==> src/rtl/frame_bitmap_allocator_assert.svh <==
// ----------------------------------------------------------------------------
// Frame bitmap allocator assertion macros
// Concurrent check helpers shared by the allocator RTL.
// ----------------------------------------------------------------------------
`ifndef FRAME_BITMAP_ALLOCATOR_ASSERT_SVH
`define FRAME_BITMAP_ALLOCATOR_ASSERT_SVH

// The condition implies the expression in the same cycle.
`define FBA_ASSERT_IMPLIES(label, clk, rst_n, cond, expr, msg) \
    label: assert property (@(posedge clk) disable iff (!rst_n) (cond) |-> (expr)) \
        else $error(msg);

// The condition implies the expression in the next cycle.
`define FBA_ASSERT_NEXT(label, clk, rst_n, cond, expr, msg) \
    label: assert property (@(posedge clk) disable iff (!rst_n) (cond) |=> (expr)) \
        else $error(msg);

`endif

==> src/rtl/fba_pkg.sv <==
// ----------------------------------------------------------------------------
// Frame bitmap allocator package
// Field widths, codes and shared types of the frame bitmap allocator.
// ----------------------------------------------------------------------------
package fba_pkg;

    localparam int MAX_FRAMES_DEF    = 32768;
    localparam int MAP_WORD_BITS_DEF = 32;

    localparam int CFG_W      = 16;
    localparam int OPCODE_W   = 2;
    localparam int INDEX_W    = 15;
    localparam int STATUS_W   = 2;
    localparam int GRANT_W    = 15;
    localparam int ENTRY_W    = 27;
    localparam int PAGE_SHIFT = 12;

    localparam logic [CFG_W-1:0] FRAME_COUNT_RESET = 16'd32768;
    localparam logic [CFG_W-1:0] RESERVED_RESET    = 16'd3840;

    localparam logic [PAGE_SHIFT-1:0] PTE_PRESENT  = 12'h001;
    localparam logic [PAGE_SHIFT-1:0] PTE_WRITABLE = 12'h002;
    localparam logic [PAGE_SHIFT-1:0] PTE_FLAGS    = PTE_PRESENT | PTE_WRITABLE;

    typedef enum logic [OPCODE_W-1:0] {
        OP_INIT      = 2'd0,
        OP_MARK_USED = 2'd1,
        OP_MARK_FREE = 2'd2,
        OP_ALLOC     = 2'd3
    } opcode_t;

    typedef enum logic [STATUS_W-1:0] {
        ST_OK      = 2'd0,
        ST_NO_FREE = 2'd1,
        ST_RANGE   = 2'd2
    } status_t;

    typedef enum logic {
        REG_FRAME_COUNT     = 1'b0,
        REG_RESERVED_FRAMES = 1'b1
    } cfg_reg_t;

    // Operations of the shared word unit.
    typedef enum logic [1:0] {
        UOP_FILL  = 2'd0,
        UOP_SET   = 2'd1,
        UOP_CLEAR = 2'd2,
        UOP_ALLOC = 2'd3
    } uop_t;

    typedef struct packed {
        logic found;
        logic more;
    } unit_flags_t;

    typedef enum logic [4:0] {
        S_INIT   = 5'b00001,
        S_IDLE   = 5'b00010,
        S_MWRITE = 5'b00100,
        S_ASCAN  = 5'b01000,
        S_DONE   = 5'b10000
    } state_t;

endpackage

==> src/rtl/fba_word_unit.sv <==
// ----------------------------------------------------------------------------
// Frame bitmap word unit
// Works on one bitmap word: fills it up to a frame limit, sets or clears one
// bit, or finds and claims the lowest free bit below the frame limit.
// ----------------------------------------------------------------------------
module fba_word_unit #(
    parameter int WORD_BITS = 32,
    parameter int BIT_W     = 5,
    parameter int DIFF_W    = 17
) (
    input  fba_pkg::uop_t        uop,
    input  logic [WORD_BITS-1:0] word_in,
    input  logic [DIFF_W-1:0]    base,
    input  logic [DIFF_W-1:0]    limit,
    input  logic [BIT_W-1:0]     bit_sel,
    output logic [WORD_BITS-1:0] word_out,
    output logic [BIT_W-1:0]     hit_bit,
    output fba_pkg::unit_flags_t flags
);

    logic [DIFF_W-1:0]    diff;
    logic                 neg;
    logic                 full;
    logic [BIT_W-1:0]     rem_low;
    logic [WORD_BITS-1:0] lane_mask;
    logic [WORD_BITS-1:0] free_bits;
    logic [WORD_BITS-1:0] lowest;
    logic [WORD_BITS-1:0] onehot;

    // Frames left between this word's first frame and the limit.
    assign diff    = limit - base;
    assign neg     = diff[DIFF_W-1];
    assign full    = !neg && (diff >= DIFF_W'(WORD_BITS));
    assign rem_low = diff[BIT_W-1:0];

    always_comb
    begin
        for (int b = 0; b < WORD_BITS; b++)
        begin
            lane_mask[b] = full || (!neg && (BIT_W'(b) < rem_low));
        end
    end

    assign free_bits = ~word_in & lane_mask;
    assign lowest    = free_bits & (~free_bits + WORD_BITS'(1));
    assign onehot    = WORD_BITS'(1) << bit_sel;

    always_comb
    begin
        hit_bit = '0;
        for (int b = 0; b < WORD_BITS; b++)
        begin
            if (lowest[b])
            begin
                hit_bit = hit_bit | BIT_W'(b);
            end
        end
    end

    always_comb
    begin
        case (uop)
            fba_pkg::UOP_FILL:  word_out = lane_mask;
            fba_pkg::UOP_SET:   word_out = word_in | onehot;
            fba_pkg::UOP_CLEAR: word_out = word_in & ~onehot;
            fba_pkg::UOP_ALLOC: word_out = word_in | lowest;
            default:            word_out = word_in;
        endcase
    end

    assign flags.found = |free_bits;
    assign flags.more  = !neg && (diff > DIFF_W'(WORD_BITS));

endmodule

==> config.mk <==
export PLATFORM = sky130hd
export DESIGN_NAME = fba_word_unit
export DESIGN_NICKNAME = d
export VERILOG_FILES = /design/src/rtl/frame_bitmap_allocator_assert.svh /design/src/rtl/fba_pkg.sv /design/src/rtl/fba_word_unit.sv
export SDC_FILE = /design/constraint.sdc
export NUM_CORES = 1
export LEC_CHECK = 0
export ABC_CLOCK_PERIOD_IN_PS = 4150
export CAP_MARGIN = 20
export CORE_AREA = 2 2 91 115
export DETAILED_ROUTE_END_ITERATION = 6
export DIE_AREA = 0 0 93 117
export DONT_BUFFER_PORTS = 1
export PLACE_DENSITY_LB_ADDON = 0.12
export REMOVE_ABC_BUFFERS = 1
export SLEW_MARGIN = 40
export SYNTH_ARGS = -nofsm -noshare
export SYNTH_HDL_FRONTEND = slang
export SYNTH_SLANG_ARGS = --single-unit
==> constraint.sdc <==
create_clock -name vclk -period 4.15
set_clock_uncertainty 0.05 [all_clocks]
set_input_delay 0.2075 -clock vclk [all_inputs]
set_output_delay 0.2075 -clock vclk [all_outputs]
set_load 0.005 [all_outputs]
==> metrics.txt, run 1 <==
status finished, final reports clean; Leakage 1.92 nW; Critical Path Source limit[0]; Min Hold Slack ~0.45 ns; Routed Antenna Nets 0; Final GP Congestion 1.07; die area approximately 11,000 sq um; area share of the largest cell type after synthesis 8.26%; Seq Cell Count 0; Max Fclk 251 MHz; largest net degree at the start of global routing 61; worst setup path endpoint hit_bit[1]; Switching Fraction 61.4%; CP Data Arrival Time 3.73 ns; Util after Layout between 50% and 60%; max cap viols 0; Psw 0.629 mW; Ys Warns 0; Syn Area/Cell just over 6 sq um; Peak VDD IR 68.4 uV; initial drt markers 727; Core ar. 9850 sq um; DR WL/cell 23.9 um; num rows between 40 and 50; kind of critical path in -> out; Die Span Y 117 um; first-pass GRT wire length roughly 32 mm; routed vias/inst 7.12; DR DRC count 0; Fill cells between 1,000 and 1,500; Area contributors post-synth nand2_1, o21ai_0, a21oi_1; final WL 20.7 mm; initial antenna violation count 0; commonest cells in the netlist nand2_1, nor2_1, o21ai_0; Final Max Slew Viols 0; gr usage total 36.6%; proportion of layout cells with a drive suffix above 1 18.6%; final hold violation count 0; most frequent cell after synthesis nand2_1; class of the worst hold path in -> out; CP startpoint kind primary input; Pwr per Cell Area 206 nW/um^2; register cell area after layout 0 sq um; period utilization a little over nine tenths; # nets final 829; vias in the first global route 5,978; total global routing overflow 0; area grow syn2layout 18.9%; Initial Util 42.5%; DR pass1 iterations 6; clock network fraction of total power 0%; dpl hpwl 16.1 mm; Gate power share 100.0%; area leader, netlist nand2_1; Worst Path Required roughly 4 ns; hold path startpoint uop[1]; Critical Path Fanout Max 8; Post-Syn Instances 692; clk_buf instances 0; Die X-Extent 93 um; Post-CTS Setup Repair Bufs 0; Internal 0.395 mW; Top Ports about 110; actual slew at the worst max-slew pin 0.753 ns; Relative slew margins 49.7%; Final Critical Period 3.99 ns; power share of the sequential group 0%; # setup viols final 0; Synth cell types 84; antenna fix cells 0; Netlist Area Pre-Place approximately 4200 sq um; Seq/Total Area, Yosys 0%; Port Buf Inserts 0; crit end category output port; routed vias 6,165
-- cells in the final DEF (no fill, tap or decap), types with 5 or more instances in the layout --
cell and n:
buf_4 87, and3_1 9, a211oi_1 16, nand3b_1 8
a22oi_1 5, nand3_1 12, a21oi_1 53, inv_1 25
and2_1 8, a221oi_1 5, nor4_1 7, a21oi_2 5
nor3_1 24, o31ai_1 13, a211o_1 5, nand2b_1 10
a31oi_1 22, nand4_1 5, o211ai_1 13, a311oi_1 5
o21ai_0 55, a21o_1 9, o21ai_1 13, a221o_1 6
o21a_1 6, nor2_1 71, ha_1 16, o2111ai_1 5
o221ai_1 6, nand2_1 92
-- cell type report --
type | instances | area, sq um | area share, %
Inverter | 26 | 97.6 | 1.96
Timing Repair Buffer | 91 | 733 | 14.7
Tap cell | 129 | 161 | 3.25
Multi-Input combinational cell | 620 | 3980 | 80.1
-- repair_timing --
item,4_1_cts,5_1_grt
resized for setup,0,17
hold buffers,0,0
setup endpoints to repair,0,26
endpoints found under the hold margin,0,0
-- worst min path at each step --
stage / to / slack, ns / cells after the start
floorplan: word_out[10] / 0.43 / 1
global placement: word_out[22] / 0.45 / 1
detailed placement: word_out[22] / 0.45 / 1
CTS: word_out[22] / 0.45 / 1
global route: word_out[22] / 0.46 / 1
finish: word_out[16] / 0.45 / 1
-- routing by layer --
metal / up-vias / track usage [%] / part of all wire, %
met5: - / 0 / 0
met4: 0 / 20.0 / 6.6
met3: 101 / 4.10 / 8.5
met2: 408 / 65.9 / 49
met1: 2896 / 42.5 / 36
li1: 2760 / - / -
-- cell families after synthesis --
family,count (synthesis),synth area share (%)
AO/OA/AOI/OAI,298,49.0
AND/OR/NAND/NOR,293,36.2
buffers and inverters,72,6.82
adder cells (fa/ha/maj),17,5.26
XOR/XNOR,10,2.27
multiplexers,2,0.479
-- critical path, cell delays in order --
cell      delay [ns]
inv_1           0.02
ha_1            0.20
fa_1            0.39
nand2b_1        0.21
a21boi_2        0.23
o21a_1          0.23
nor4_1          0.08
o32ai_2         0.37
nor4_4          0.07
and2_2          0.28
buf_4           0.18
buf_4           0.18
and3_1          0.20
o221a_2         0.27
a21oi_1         0.20
and4_1          0.26
nand4_1         0.16
-- power groups by stage --
stage	clock, mW	combinational (mW)	sequential (mW)
floorplan	0	0.580	0
global placement	0	0.972	0
detailed placement	0	0.970	0
CTS	0	0.977	0
global route	0	1.09	0
finish	0	1.02	0
-- metrics by stage --
step	setup WS [ns]	TNS (ns)	total power [mW]	cell area [sq um]	cells
final	0.161	0	1.02	4970	866
after global routing	-0.00376	-0.00964	1.09	4970	866
after CTS	0.0676	0	0.977	4900	866
after detailed placement	0.0729	0	0.970	4900	866
after global placement	0.0756	0	0.972	4890	866
after floorplan	-1.84	-59.14	0.580	4000	646
Note: power is estimated with default switching activity, not from simulation.
==> inputs of run 2 (changes only) <==
- ABC_AREA: unset -> 1
- CORE_AREA: 2 2 91 115 -> 2 2 90 114
- DIE_AREA: 0 0 93 117 -> 0 0 92 116
==> run 2 against run 1 <==
Via count decreased by 4.1%. Worst hold slack improved by 0.037 ns. Sequential share of layout area unchanged. Global-route usage decreased by 3.2 points. Largest cell class unchanged. Highest routed layer unchanged.
==> metrics.txt, run 2 <==
register cell area after layout 0 sq um (unchanged); Top Ports 112 (unchanged); area grow syn2layout 4.51% (was 18.9%); actual slew at the worst max-slew pin 0.859 ns (was 0.753 ns); Min Hold Slack 0.489 ns (was 0.452 ns); Pwr per Cell Area 179 nW/um^2 (was 206 nW/um^2); Final Max Slew Viols 0 (unchanged); # nets final 960 (was 829); Die Span Y 116 um (was 117 um); post-placement worst setup slack 0.0214 ns (was 0.0729 ns); Critical Path Fanout Max 13 (was 8); PnR worst setup slack 0.225 ns (was 0.161 ns); class of the worst hold path in -> out (unchanged); RSZ-0062 raised after global routing false; commonest cells after routing, fill and taps aside nand2_1, inv_1, nor2_1, nand3_1, o21ai_0 (was nand2_1, buf_4, nor2_1, o21ai_0, a21oi_1); Relative slew margins 42.3% (was 49.7%); period utilization 94.6% (was 96.1%); Max Fclk 255 MHz (was 251 MHz); Final Critical Period 3.93 ns (was 3.99 ns); commonest non-fill, non-tap cell in the layout nand2_1 (unchanged); Die X-Extent 92 um (was 93 um); crit end category output port (unchanged); power share of the sequential group 0% (about the same); gr usage total 33.5% (was 36.6%); Ys Warns 0 (unchanged); Seq/Total Area, Yosys 0% (unchanged); routed vias/inst 5.95 (was 7.12); total global routing overflow 0 (unchanged); area leader, netlist nand2_1 (unchanged); proportion of layout cells with a drive suffix above 1 6.57% (was 18.6%); Internal 0.218 mW (was 0.395 mW); crit path cell chain inv_1, ha_1, fa_1, inv_1, nand2_1, nand2_1, nand3_1, nand2_1, xor2_1, nand2_1, nor2_1, nand4_4, nand2_8, nand2_1, nand2_1, nand2_1, nor2_1, nand2_1, nor2_4, nand3b_1, buf_4, nand4_1, nor2_1, nand2_1 (was inv_1, ha_1, fa_1, nand2b_1, a21boi_2, o21a_1, nor4_1, o32ai_2, nor4_4, and2_2, buf_4, buf_4, and3_1, o221a_2, a21oi_1, and4_1, nand4_1); Switching Fraction 71.9% (was 61.4%); status finished, final reports clean (unchanged); DR WL/cell 18.6 um (was 23.9 um); Netlist Area Pre-Place 4140 sq um (was 4180 sq um); Port Buf Inserts 0 (unchanged); Synth cell types 41 (was 84); Post-Syn Instances 880 (was 692); Routed Antenna Nets 0 (unchanged); clk_buf instances 0 (unchanged); routed vias 5,913 (was 6,165); initial drt markers 489 (was 727); first-pass GRT wire length 28.5 mm (was 31.7 mm); hold path startpoint uop[0] (was uop[1]); Gate power share 100.0% (about the same); CP startpoint kind primary input (unchanged); Hold Path End word_out[14] (was word_out[16]); Initial Util 43.5% (was 42.5%); CP Data Arrival Time 3.67 ns (was 3.73 ns); Seq Cell Count 0 (unchanged); WHS Path Cells 2 (was 1); area share of the largest cell type after synthesis 26.6% (was 8.26%); Util after Layout 45.5% (was 50.5%); kind of critical path in -> out (unchanged); Syn Area/Cell 4.70 sq um (was 6.04 sq um); DR DRC count 0 (unchanged); final hold violation count 0 (unchanged); largest net degree at the start of global routing 32 (was 61); Buf/Inv on CP 3 (unchanged); family with the most delay on the worst path simple AND/OR/NAND/NOR gates (was compound AO/OA/AOI/OAI gates); Peak VDD IR 70.2 uV (was 68.4 uV); antenna fix cells 0 (unchanged); most frequent cell after synthesis nand2_1 (unchanged); CP max stage cell fa_1 (unchanged); vias in the first global route 5,598 (was 5,978); Fill cells 1,176 (was 1,049); max cap viols 0 (unchanged); dpl hpwl 15.4 mm (was 16.1 mm); DR pass1 iterations 5 (was 6); final WL 18.4 mm (was 20.7 mm); Core ar. 9510 sq um (was 9850 sq um); Psw 0.557 mW (was 0.629 mW); initial antenna violation count 0 (unchanged); Setup TNS 0 ns (unchanged); num rows 40 (was 41); # setup viols final 0 (unchanged); die area 10,700 sq um (was 10,900 sq um); commonest cells in the netlist nand2_1, inv_1, nor2_1 (was nand2_1, nor2_1, o21ai_0); Worst Path Required 3.89 ns (about the same); Crit path largest cell delay 0.39 ns (about the same); most used cell, CP nand2_1 (was buf_4); Final GP Congestion 1.10 (was 1.07); Tot Pwr 0.775 mW (was 1.02 mW); Leakage 2.42 nW (was 1.92 nW); clock network fraction of total power 0% (about the same); Area contributors post-synth nand2_1, inv_1, nand3_1 (was nand2_1, o21ai_0, a21oi_1); Multi-input gate area 3490 sq um (was 3980 sq um)
[run 2: how the worst max path moves through the flow]
stage                        start           end  cells past startpoint
final                     limit[0]    hit_bit[0]                     24
after detailed placement  limit[0]    hit_bit[2]                     26
after global routing      limit[0]  word_out[29]                     23
after CTS                 limit[0]    hit_bit[2]                     26
after global placement    limit[0]    hit_bit[4]                     26
after floorplan           limit[0]    hit_bit[2]                     26
[run 2: per-layer routing]
layer  share of wire (%)  up-vias  GRT usage [%]
met3                 7.2       77           3.58
met4                 6.2        0           17.4
met1                  36     2671           36.4
met5                   0        -              0
met2                  51      353           63.7
li1                    -     2812              -
[run 2: what timing repair did]
| item | in CTS | in global routing |
|---|---|---|
| endpoints found under the hold margin | 0 | 0 |
| resized for setup | 0 | 8 |
| buffers inserted | 0 | 2 |
| hold buffers | 0 | 0 |
| setup endpoints to repair | 0 | 16 |
[run 2: kinds of logic (layout without fill, tap and decap cells)]
logic type,Yosys count,count (layout),synth area share [%]
AO/OA/AOI/OAI,107,107,15.4
XOR/XNOR,8,8,1.87
adder cells (fa/ha/maj),17,17,5.32
buffers and inverters,182,169,17.0
AND/OR/NAND/NOR,566,567,60.4
[run 2: area by class of cell]
cell class / count / area share, %
inverters: 158 / 13.7
multi-input cells: 699 / 80.7
well taps: 126 / 3.65
repair buffers: 11 / 1.91
[run 2: per-stage QoR]
stage               cells  cell area (sq um)
global route          994               4320
detailed placement    991               4260
floorplan             856               4030
CTS                   991               4260
finish                994               4320
global placement      991               4260
[run 2: power groups by stage]
stage / clock network [mW] / logic, mW / registers, mW
3_3_place_gp: 0 / 0.740 / 0
4_1_cts: 0 / 0.743 / 0
2_1_floorplan: 0 / 0.537 / 0
5_1_grt: 0 / 0.859 / 0
6_report: 0 / 0.775 / 0
3_5_place_dp: 0 / 0.740 / 0
